**config.mk**
```make
export PLATFORM = sky130hd
export DESIGN_NAME = signed_binary_to_ascii_decimal
export DESIGN_NICKNAME = d
export VERILOG_FILES = /design/src/rtl/sbad_pkg.sv /design/src/rtl/sbad_dabble.sv /design/src/rtl/sbad_emit.sv /design/src/rtl/signed_binary_to_ascii_decimal.sv
export SDC_FILE = /design/constraint.sdc
export NUM_CORES = 1
export LEC_CHECK = 0
export BUFFER_PORTS_ARGS = -buffer_cell sky130_fd_sc_hd__buf_4
export CORE_ASPECT_RATIO = 0.9
export CORE_UTILIZATION = 40
export DETAILED_ROUTE_END_ITERATION = 8
export PLACE_DENSITY_LB_ADDON = 0.12
export SLEW_MARGIN = 20
export SYNTH_ARGS = -nofsm -noshare
export SYNTH_HDL_FRONTEND = slang
export SYNTH_SLANG_ARGS = --single-unit
```
**constraint.sdc**
```tcl
create_clock -name i_clk -period 6.8 [get_ports i_clk]
set_input_delay 0.34 -clock i_clk [delete_from_list [all_inputs] [get_ports i_clk]]
set_output_delay 0.34 -clock i_clk [all_outputs]
set_load 0.05 [all_outputs]
```
**src/rtl/sbad_pkg.sv**
```systemverilog
// ---------------------------------------------------------------------------
// sbad_pkg: shared definitions for the binary to decimal text converter
// Character codes, default width, digit count and the handoff word between
// the bit-serial converter and the character emitter.
// ---------------------------------------------------------------------------
package sbad_pkg;

    localparam int DEF_VALUE_WIDTH = 32;

    localparam logic [7:0] ZERO_CODE  = 8'd48;
    localparam logic [7:0] MINUS_CODE = 8'd45;
    localparam logic [7:0] NUL_CODE   = 8'd0;
    localparam logic [7:0] NINE_CODE  = 8'd57;

    // decimal digits of 2^(w-1), the largest magnitude; 77/256 sits just under log10(2)
    function automatic int digit_count(input int w);
        return ((w - 1) * 77) / 256 + 1;
    endfunction

    // handoff from converter to emitter
    typedef struct packed {
        logic valid;
        logic neg;
    } t_conv;

endpackage

```
**src/rtl/sbad_dabble.sv**
```systemverilog
// ---------------------------------------------------------------------------
// sbad_dabble: bit-serial binary to bcd converter
// Takes the magnitude of the signed word and shifts it into a bcd register
// one bit per cycle, adding three to each digit of five or more first.
// ---------------------------------------------------------------------------
module sbad_dabble
    import sbad_pkg::*;
#(
    parameter int VALUE_WIDTH = DEF_VALUE_WIDTH,
    parameter int NUM_DIGITS  = digit_count(DEF_VALUE_WIDTH)
) (
    input  logic                          i_clk,
    input  logic                          i_rst_n,
    input  logic                          i_value_valid,
    output logic                          o_value_ready,
    input  logic signed [VALUE_WIDTH-1:0] i_value,
    output t_conv                         o_conv,
    input  logic                          i_conv_ready,
    output logic [4*NUM_DIGITS-1:0]       o_bcd
);

    localparam int CW = $clog2(VALUE_WIDTH + 1);
    localparam int BW = 4 * NUM_DIGITS;

    logic                   r_busy, n_busy;
    logic                   r_done, n_done;
    logic                   r_neg,  n_neg;
    logic [VALUE_WIDTH-1:0] r_mag,  n_mag;
    logic [BW-1:0]          r_bcd,  n_bcd;
    logic [CW-1:0]          r_cnt,  n_cnt;

    logic [VALUE_WIDTH-1:0] v_raw;
    logic [BW-1:0]          v_adj;

    assign o_value_ready = !r_busy && !r_done;
    assign o_conv.valid  = r_done;
    assign o_conv.neg    = r_neg;
    assign o_bcd         = r_bcd;
    assign v_raw         = $unsigned(i_value);

    // add-three correction, each digit on its own
    always_comb begin
        logic [3:0] v_dig;
        v_dig = 4'd0;
        for (int d = 0; d < NUM_DIGITS; d++) begin
            v_dig = r_bcd[4*d +: 4];
            v_adj[4*d +: 4] = (v_dig >= 4'd5) ? v_dig + 4'd3 : v_dig;
        end
    end

    always_comb begin
        n_busy = r_busy;
        n_done = r_done;
        n_neg  = r_neg;
        n_mag  = r_mag;
        n_bcd  = r_bcd;
        n_cnt  = r_cnt;
        if (i_value_valid && o_value_ready) begin
            n_neg  = v_raw[VALUE_WIDTH-1];
            // most negative value wraps to 2^(w-1), which is its true magnitude
            n_mag  = v_raw[VALUE_WIDTH-1] ? (~v_raw + VALUE_WIDTH'(1)) : v_raw;
            n_bcd  = '0;
            n_cnt  = CW'(VALUE_WIDTH);
            n_busy = 1'b1;
        end else if (r_busy) begin
            n_bcd = {v_adj[BW-2:0], r_mag[VALUE_WIDTH-1]};
            n_mag = r_mag << 1;
            n_cnt = r_cnt - CW'(1);
            if (r_cnt == CW'(1)) begin
                n_busy = 1'b0;
                n_done = 1'b1;
            end
        end else if (r_done && i_conv_ready) begin
            n_done = 1'b0;
        end
    end

    always_ff @(posedge i_clk) begin
        if (!i_rst_n) begin
            r_busy <= 1'b0;
            r_done <= 1'b0;
            r_cnt  <= '0;
        end else begin
            r_busy <= n_busy;
            r_done <= n_done;
            r_cnt  <= n_cnt;
        end
    end

    always_ff @(posedge i_clk) begin
        r_neg <= n_neg;
        r_mag <= n_mag;
        r_bcd <= n_bcd;
    end

    a_busy_done_excl: assert property (@(posedge i_clk) disable iff (!i_rst_n)
        !(r_busy && r_done))
        else $error("converter busy and done together");

    a_busy_count: assert property (@(posedge i_clk) disable iff (!i_rst_n)
        r_busy |-> r_cnt != '0)
        else $error("converter busy with empty bit count");

    a_done_after_last_bit: assert property (@(posedge i_clk) disable iff (!i_rst_n)
        r_busy && r_cnt == CW'(1) |=> r_done)
        else $error("converter did not finish after last bit");

endmodule

```
**src/rtl/sbad_emit.sv**
```systemverilog
// ---------------------------------------------------------------------------
// sbad_emit: character emitter
// Strips leading zero digits, then sends sign, digits and terminator one
// word per cycle while the receiver is ready, through a registered output stage.
// ---------------------------------------------------------------------------
module sbad_emit
    import sbad_pkg::*;
#(
    parameter int NUM_DIGITS = digit_count(DEF_VALUE_WIDTH)
) (
    input  logic                    i_clk,
    input  logic                    i_rst_n,
    input  t_conv                   i_conv,
    output logic                    o_conv_ready,
    input  logic [4*NUM_DIGITS-1:0] i_bcd,
    output logic                    o_char_valid,
    input  logic                    i_char_ready,
    output logic [7:0]              o_char_code,
    output logic                    o_last
);

    localparam int BW = 4 * NUM_DIGITS;
    localparam int LW = $clog2(NUM_DIGITS + 1);

    typedef enum logic [3:0] {
        S_IDLE  = 4'b0001,
        S_SKIP  = 4'b0010,
        S_DIGIT = 4'b0100,
        S_TERM  = 4'b1000
    } t_state;

    t_state        r_state, n_state;
    logic [BW-1:0] r_shift, n_shift;
    logic [LW-1:0] r_left,  n_left;
    logic          r_neg_pend, n_neg_pend;
    logic          r_ovalid, n_ovalid;
    logic [7:0]    r_code, n_code;
    logic          r_last, n_last;

    logic          v_free;
    logic [3:0]    v_top;

    assign v_free       = !r_ovalid || i_char_ready;
    assign v_top        = r_shift[BW-1 -: 4];
    assign o_conv_ready = (r_state == S_IDLE);
    assign o_char_valid = r_ovalid;
    assign o_char_code  = r_code;
    assign o_last       = r_last;

    always_comb begin
        n_state    = r_state;
        n_shift    = r_shift;
        n_left     = r_left;
        n_neg_pend = r_neg_pend;
        n_ovalid   = v_free ? 1'b0 : r_ovalid;
        n_code     = r_code;
        n_last     = r_last;
        unique case (r_state)
            S_IDLE: begin
                if (i_conv.valid) begin
                    n_shift    = i_bcd;
                    n_left     = LW'(NUM_DIGITS);
                    n_neg_pend = i_conv.neg;
                    n_state    = S_SKIP;
                end
            end
            S_SKIP: begin
                // keep at least one digit so zero prints as "0"
                if (v_top == 4'd0 && r_left != LW'(1)) begin
                    n_shift = r_shift << 4;
                    n_left  = r_left - LW'(1);
                end else begin
                    n_state = S_DIGIT;
                end
            end
            S_DIGIT: begin
                if (v_free) begin
                    n_ovalid = 1'b1;
                    n_last   = 1'b0;
                    if (r_neg_pend) begin
                        n_code     = MINUS_CODE;
                        n_neg_pend = 1'b0;
                    end else begin
                        n_code  = ZERO_CODE + {4'd0, v_top};
                        n_shift = r_shift << 4;
                        n_left  = r_left - LW'(1);
                        if (r_left == LW'(1)) begin
                            n_state = S_TERM;
                        end
                    end
                end
            end
            S_TERM: begin
                if (v_free) begin
                    n_ovalid = 1'b1;
                    n_code   = NUL_CODE;
                    n_last   = 1'b1;
                    n_state  = S_IDLE;
                end
            end
            default: begin
                n_state = S_IDLE;
            end
        endcase
    end

    always_ff @(posedge i_clk) begin
        if (!i_rst_n) begin
            r_state    <= S_IDLE;
            r_left     <= '0;
            r_neg_pend <= 1'b0;
            r_ovalid   <= 1'b0;
        end else begin
            r_state    <= n_state;
            r_left     <= n_left;
            r_neg_pend <= n_neg_pend;
            r_ovalid   <= n_ovalid;
        end
    end

    always_ff @(posedge i_clk) begin
        r_shift <= n_shift;
        r_code  <= n_code;
        r_last  <= n_last;
    end

    a_digit_left: assert property (@(posedge i_clk) disable iff (!i_rst_n)
        (r_state == S_DIGIT || r_state == S_SKIP) |-> r_left != '0)
        else $error("emitter out of digits before terminator");

    a_idle_no_sign: assert property (@(posedge i_clk) disable iff (!i_rst_n)
        r_state == S_IDLE |-> !r_neg_pend)
        else $error("sign still pending after terminator");

    a_char_range: assert property (@(posedge i_clk) disable iff (!i_rst_n)
        o_char_valid && !o_last |->
            (o_char_code == MINUS_CODE ||
             (o_char_code >= ZERO_CODE && o_char_code <= NINE_CODE)))
        else $error("emitted character is neither sign nor digit");

    // the next number may already be loading while the terminator is held
    a_last_is_nul: assert property (@(posedge i_clk) disable iff (!i_rst_n)
        o_char_valid && o_last |-> o_char_code == NUL_CODE)
        else $error("terminator word is not nul");

endmodule

```
**src/rtl/signed_binary_to_ascii_decimal.sv**
```systemverilog
// ---------------------------------------------------------------------------
// signed_binary_to_ascii_decimal: signed integer to ascii decimal text
// Converts one signed word per item into its decimal text, one character
// word at a time, most significant first.
// ---------------------------------------------------------------------------
// Usage:
//   input channel  i_value_valid / o_value_ready, payload i_value (signed)
//   output channel o_char_valid / i_char_ready, payload o_char_code, o_last
//   each number gives an optional '-', its digits with no leading zeros
//   (zero gives "0"), then a nul word with o_last high
// Flow:
//   the converter shifts one bit per cycle; the emitter then drops up to
//   NUM_DIGITS-1 leading zeros, one per cycle, and sends one character per
//   cycle while the receiver is ready
//   the next number converts while the previous one is still being sent,
//   so at 32 bits the bit-serial shift sets the rate at which numbers pass
// Reset:
//   synchronous, active low; the output stage empties and both units go idle
// Stall:
//   a held character keeps its register; the emitter and then the converter
//   wait, and o_value_ready drops until the converter is free again
// ---------------------------------------------------------------------------
module signed_binary_to_ascii_decimal
    import sbad_pkg::*;
#(
    parameter int VALUE_WIDTH = DEF_VALUE_WIDTH
) (
    input  logic                          i_clk,
    input  logic                          i_rst_n,
    input  logic                          i_value_valid,
    output logic                          o_value_ready,
    input  logic signed [VALUE_WIDTH-1:0] i_value,
    output logic                          o_char_valid,
    input  logic                          i_char_ready,
    output logic [7:0]                    o_char_code,
    output logic                          o_last
);

    localparam int NUM_DIGITS = digit_count(VALUE_WIDTH);

    t_conv                   w_conv;
    logic                    w_conv_ready;
    logic [4*NUM_DIGITS-1:0] w_bcd;

    sbad_dabble #(
        .VALUE_WIDTH (VALUE_WIDTH),
        .NUM_DIGITS  (NUM_DIGITS)
    ) u_dabble (
        .i_clk         (i_clk),
        .i_rst_n       (i_rst_n),
        .i_value_valid (i_value_valid),
        .o_value_ready (o_value_ready),
        .i_value       (i_value),
        .o_conv        (w_conv),
        .i_conv_ready  (w_conv_ready),
        .o_bcd         (w_bcd)
    );

    sbad_emit #(
        .NUM_DIGITS (NUM_DIGITS)
    ) u_emit (
        .i_clk        (i_clk),
        .i_rst_n      (i_rst_n),
        .i_conv       (w_conv),
        .o_conv_ready (w_conv_ready),
        .i_bcd        (w_bcd),
        .o_char_valid (o_char_valid),
        .i_char_ready (i_char_ready),
        .o_char_code  (o_char_code),
        .o_last       (o_last)
    );

endmodule

```
==> results.md <==
- Hold Path Class: input port to flop
- Pin count of the biggest net entering global routing: 71
- Top cells by area, synth: edfxtp_1 (34%), dfxtp_1 (17%), nand2_1 (7.9%)
- WP buf/inv: 1
- Status: finished, final reports clean
- Share of layout cells above drive strength 1: approximately an eighth
- Most frequent cells in the layout: nand2_1 (147), edfxtp_1 (80), o21ai_0 (65)
- Reg power frac: 43.4%
- Synth cell types: 54
- Slew margin rel.: around 37%
- Multi-input logic area: 0.00321 mm^2
- Switching Fraction: a little under a quarter
- Clk_lat worst skew: between 0.4 and 0.5 ns
- R2r setup slk: ~4.5 ns
- XOR/XNOR Fraction of Synth Area: 6.75%
- Vias in the first global route: between 4,000 and 5,000
- Internal power: roughly 1.7 mW
- Peak VDD IR: between 0.0002 and 0.00025 V
- WHS Endpoint: u_emit.r_state[0]$_SDFFE_PN1P_
- Overall global routing resource usage: between 10% and 20%
- CTS clk-pin slew, worst paths: about 0.06 ns
- Combinational family with the most area after synthesis: simple AND/OR/NAND/NOR gates
- Initial Utilization: about 41%
- Setup CP Type: input port to flop
- Worst Tran Pin Value: roughly 0.94 ns
- Core Region: between 0.015 and 0.02 mm^2
- Critical-path top delay cell: or4b_1
- Final TNS setup: 0 ns
- Register area: between 0.003 and 0.004 mm^2
- # setup viols final: 0
- Reg2Reg Launch Point: u_dabble.r_done$_SDFFE_PN0P_
- RSZ-0062 raised after global routing: no
- Leakage: between 3 and 4 nW
- Cells after synthesis: approximately 740
- Synth Area in Compound Gates: 13.4%
- Routability cong.: 0.780
- Critical path data required time: 6.94 ns
- Number of enable flip-flop cells after synthesis: 80
- Clock Sinks: roughly 140
- Data arrival, critical path: 2.46 ns
- Syn avg cell area: about 9.5 um^2
- Final slew viol count: 0
- Clk pwr share: 46.5%
- Max FO, Critical Path: 14
- Final period util: roughly a third
- Setup crit start kind: input port
- H-tree Lvls: 4
- Final hold viol count: 0
- Sequential area share after synthesis: between 50% and 60%
- WL/cell: ~13 um
- ANT nets after route: 0
- Post-CTS setup buffer count: 0
- Synthesis-to-layout area growth: 17.3%
- Min Hold Slack: approximately 0.25 ns
- DIE WIDTH: around 140 um
- Reg2reg path depth: 7
- Share of the synthesized area in the top cell type: 34.3%
- Root Buffer: clkbuf_16
- Layout Utilization: slightly below 50%
- Synthesized flop and latch total: about 140
- DPL Wire Length: roughly 8600 um
- Achievable frequency: about 0.43 GHz
- Routed vias/inst: roughly 5.0
- Max-cap viol count: 0
- Cell Chain, Critical Path: buf_4 -> or3_4 -> or4b_1 -> o41ai_1 -> xor2_1 -> o21ai_0
- Die span in y: between 100 and 150 um
- Design area: a little over 0.008 mm^2
- Initial DRC count: roughly 280
- Cts hold-fix bufs: 0
- Psw: 529 uW
- Ys flop type: edfxtp_1
- # IOs: 47
- First-pass GRT wire length: approximately 23,000 um
- Clk_skew: ~0.013 ns
- Reg2reg end: u_dabble.r_mag[31]$_DFFE_PP_
- WHS Path Cells: 2
- Top Family by Delay on Critical Path: simple AND/OR/NAND/NOR gates
- Fin crit period: around 2.3 ns
- Longest Clk Path Bufs: 2
- Area after DPL: roughly 0.0075 mm^2
- Comb pwr share: 10.1%
- Commonest non-fill, non-tap cell in the layout: nand2_1
- Mux cell area share after synthesis: roughly 3.1%
- Synth Area in Adders: 4.46%
- Clock tree from TritonCTS: yes
- Post-route DRC: 0
- Synthesized area: 0.00701 mm^2
- Port buffer count: 44
- Post_cts resized: 0
- Worst path max stage delay: 0.79 ns
- Die ar.: 0.0181 mm^2
- Worst Setup End Kind: flop
- GRT Residual Overflow: 0
- Final nets: between 800 and 900
- Cts bufs inserted: 17
- Num rows: 45
- Async set-or-reset flop fraction in the synthesized netlist: 0%
- FILL cells: between 1,500 and 2,000
- ANT cells: 0
- Post-synth top area cell: edfxtp_1
- Initial antenna violation count: 0
- Vias post-DR: ~5,000
- Pwr dens: approximately 270 mW/mm^2
- HP Start: i_rst_n
- Synth warnings: 0
- Final wirelength: 13,400 um
- Pre-antenna DRT Iters: 4
- Simple-gate area share of the yosys netlist: 17.7%
-- per-layer routing --
layer	share of wire [%]	global-route usage [%]	vias to the layer above
li1	-	-	2623
met1	49	20.3	2433
met2	47	26.1	61
met3	2.6	3.97	13
met4	0.97	5.63	0
met5	0	0	-
-- synth_stat cells, types with 2 or more instances --
master and instances:
nand2_1 148, inv_1 28, or3_1 4, xor2_1 39
or4_1 3, buf_4 2, buf_1 4, nand4b_1 2
edfxtp_1 80, or4b_2 3, nor3_1 5, nor4b_1 3
clkbuf_1 28, and2_1 3, o21ai_0 65, a21boi_0 3
o31ai_1 21, nand2b_1 13, ha_1 25, nand3b_1 2
nor2b_1 5, o41ai_1 4, xnor2_1 15, nand3_1 14
mux2i_1 22, nand4_1 3, a21oi_1 37, o21a_1 2
nor2_1 55, o21ai_1 9, dfxtp_1 58, o41ai_2 4
nor4_1 5
-- area by class of cell --
cell class                 instances  share of cell area (%)
sequential                       138                    43.4
tap                              235                    3.58
timing repair buffer              50                    4.57
clock buffer                      17                    5.18
inverter                          29                    1.32
multi-input combinational        533                    39.0
clock inverter                    15                    2.98
-- cell families (layout without fill, tap and decap cells) --
family	after synthesis	count (layout)
simple gates	275	275
compound gates	155	155
flops	138	138
buf+inv	65	111
xor+xnor	54	54
fa+ha+maj	25	25
mux	22	22
other cells	1	2
-- how the worst max path moves through the flow --
stage | from | endpoint | slack [ns] | cells past startpoint
after detailed placement | i_value[6] | u_dabble.r_mag[25]$_DFFE_PP_ | 4.01 | 6
final | i_value[14] | u_dabble.r_mag[22]$_DFFE_PP_ | 4.48 | 6
after CTS | i_value[6] | u_dabble.r_mag[27]$_DFFE_PP_ | 4.46 | 6
after global routing | i_value[6] | u_dabble.r_mag[25]$_DFFE_PP_ | 4.21 | 6
after global placement | i_value[6] | u_dabble.r_mag[25]$_DFFE_PP_ | 4.07 | 6
after floorplan | u_emit.r_shift[39]$_DFFE_PP_ | u_emit.r_left[0]$_SDFFE_PN0P_ | 2.83 | 4
-- per-stage QoR --
stage / power [mW] / instances / setup slack [ns]
finish: 2.25 / 1017 / 4.48
floorplan: 1.15 / 736 / 2.83
CTS: 2.27 / 1017 / 4.46
detailed placement: 1.22 / 985 / 4.01
global route: 2.34 / 1017 / 4.21
global placement: 1.21 / 985 / 4.07
-- sequential cells by signal, indices dropped and copies added, names as in the netlist, named ones only --
signal and count:
u_emit.o_char_code 6, u_emit.o_last 1, u_dabble.r_neg 1, u_dabble.r_mag 32
u_emit.r_shift 40, u_dabble.r_done 1, u_dabble.o_bcd 40, u_emit.r_left 4
u_emit.r_neg_pend 1, u_emit.r_state 4, u_dabble.r_busy 1, u_dabble.r_cnt 6
-- power by group through the flow --
stage	Sequential [mW]	Clock, mW	Combinational [mW]
final	0.976	1.05	0.228
after global routing	0.983	1.10	0.255
after CTS	0.976	1.07	0.229
after detailed placement	0.993	0	0.226
after global placement	0.992	0	0.221
after floorplan	0.986	0	0.160
(Power assumes the default switching activity.)
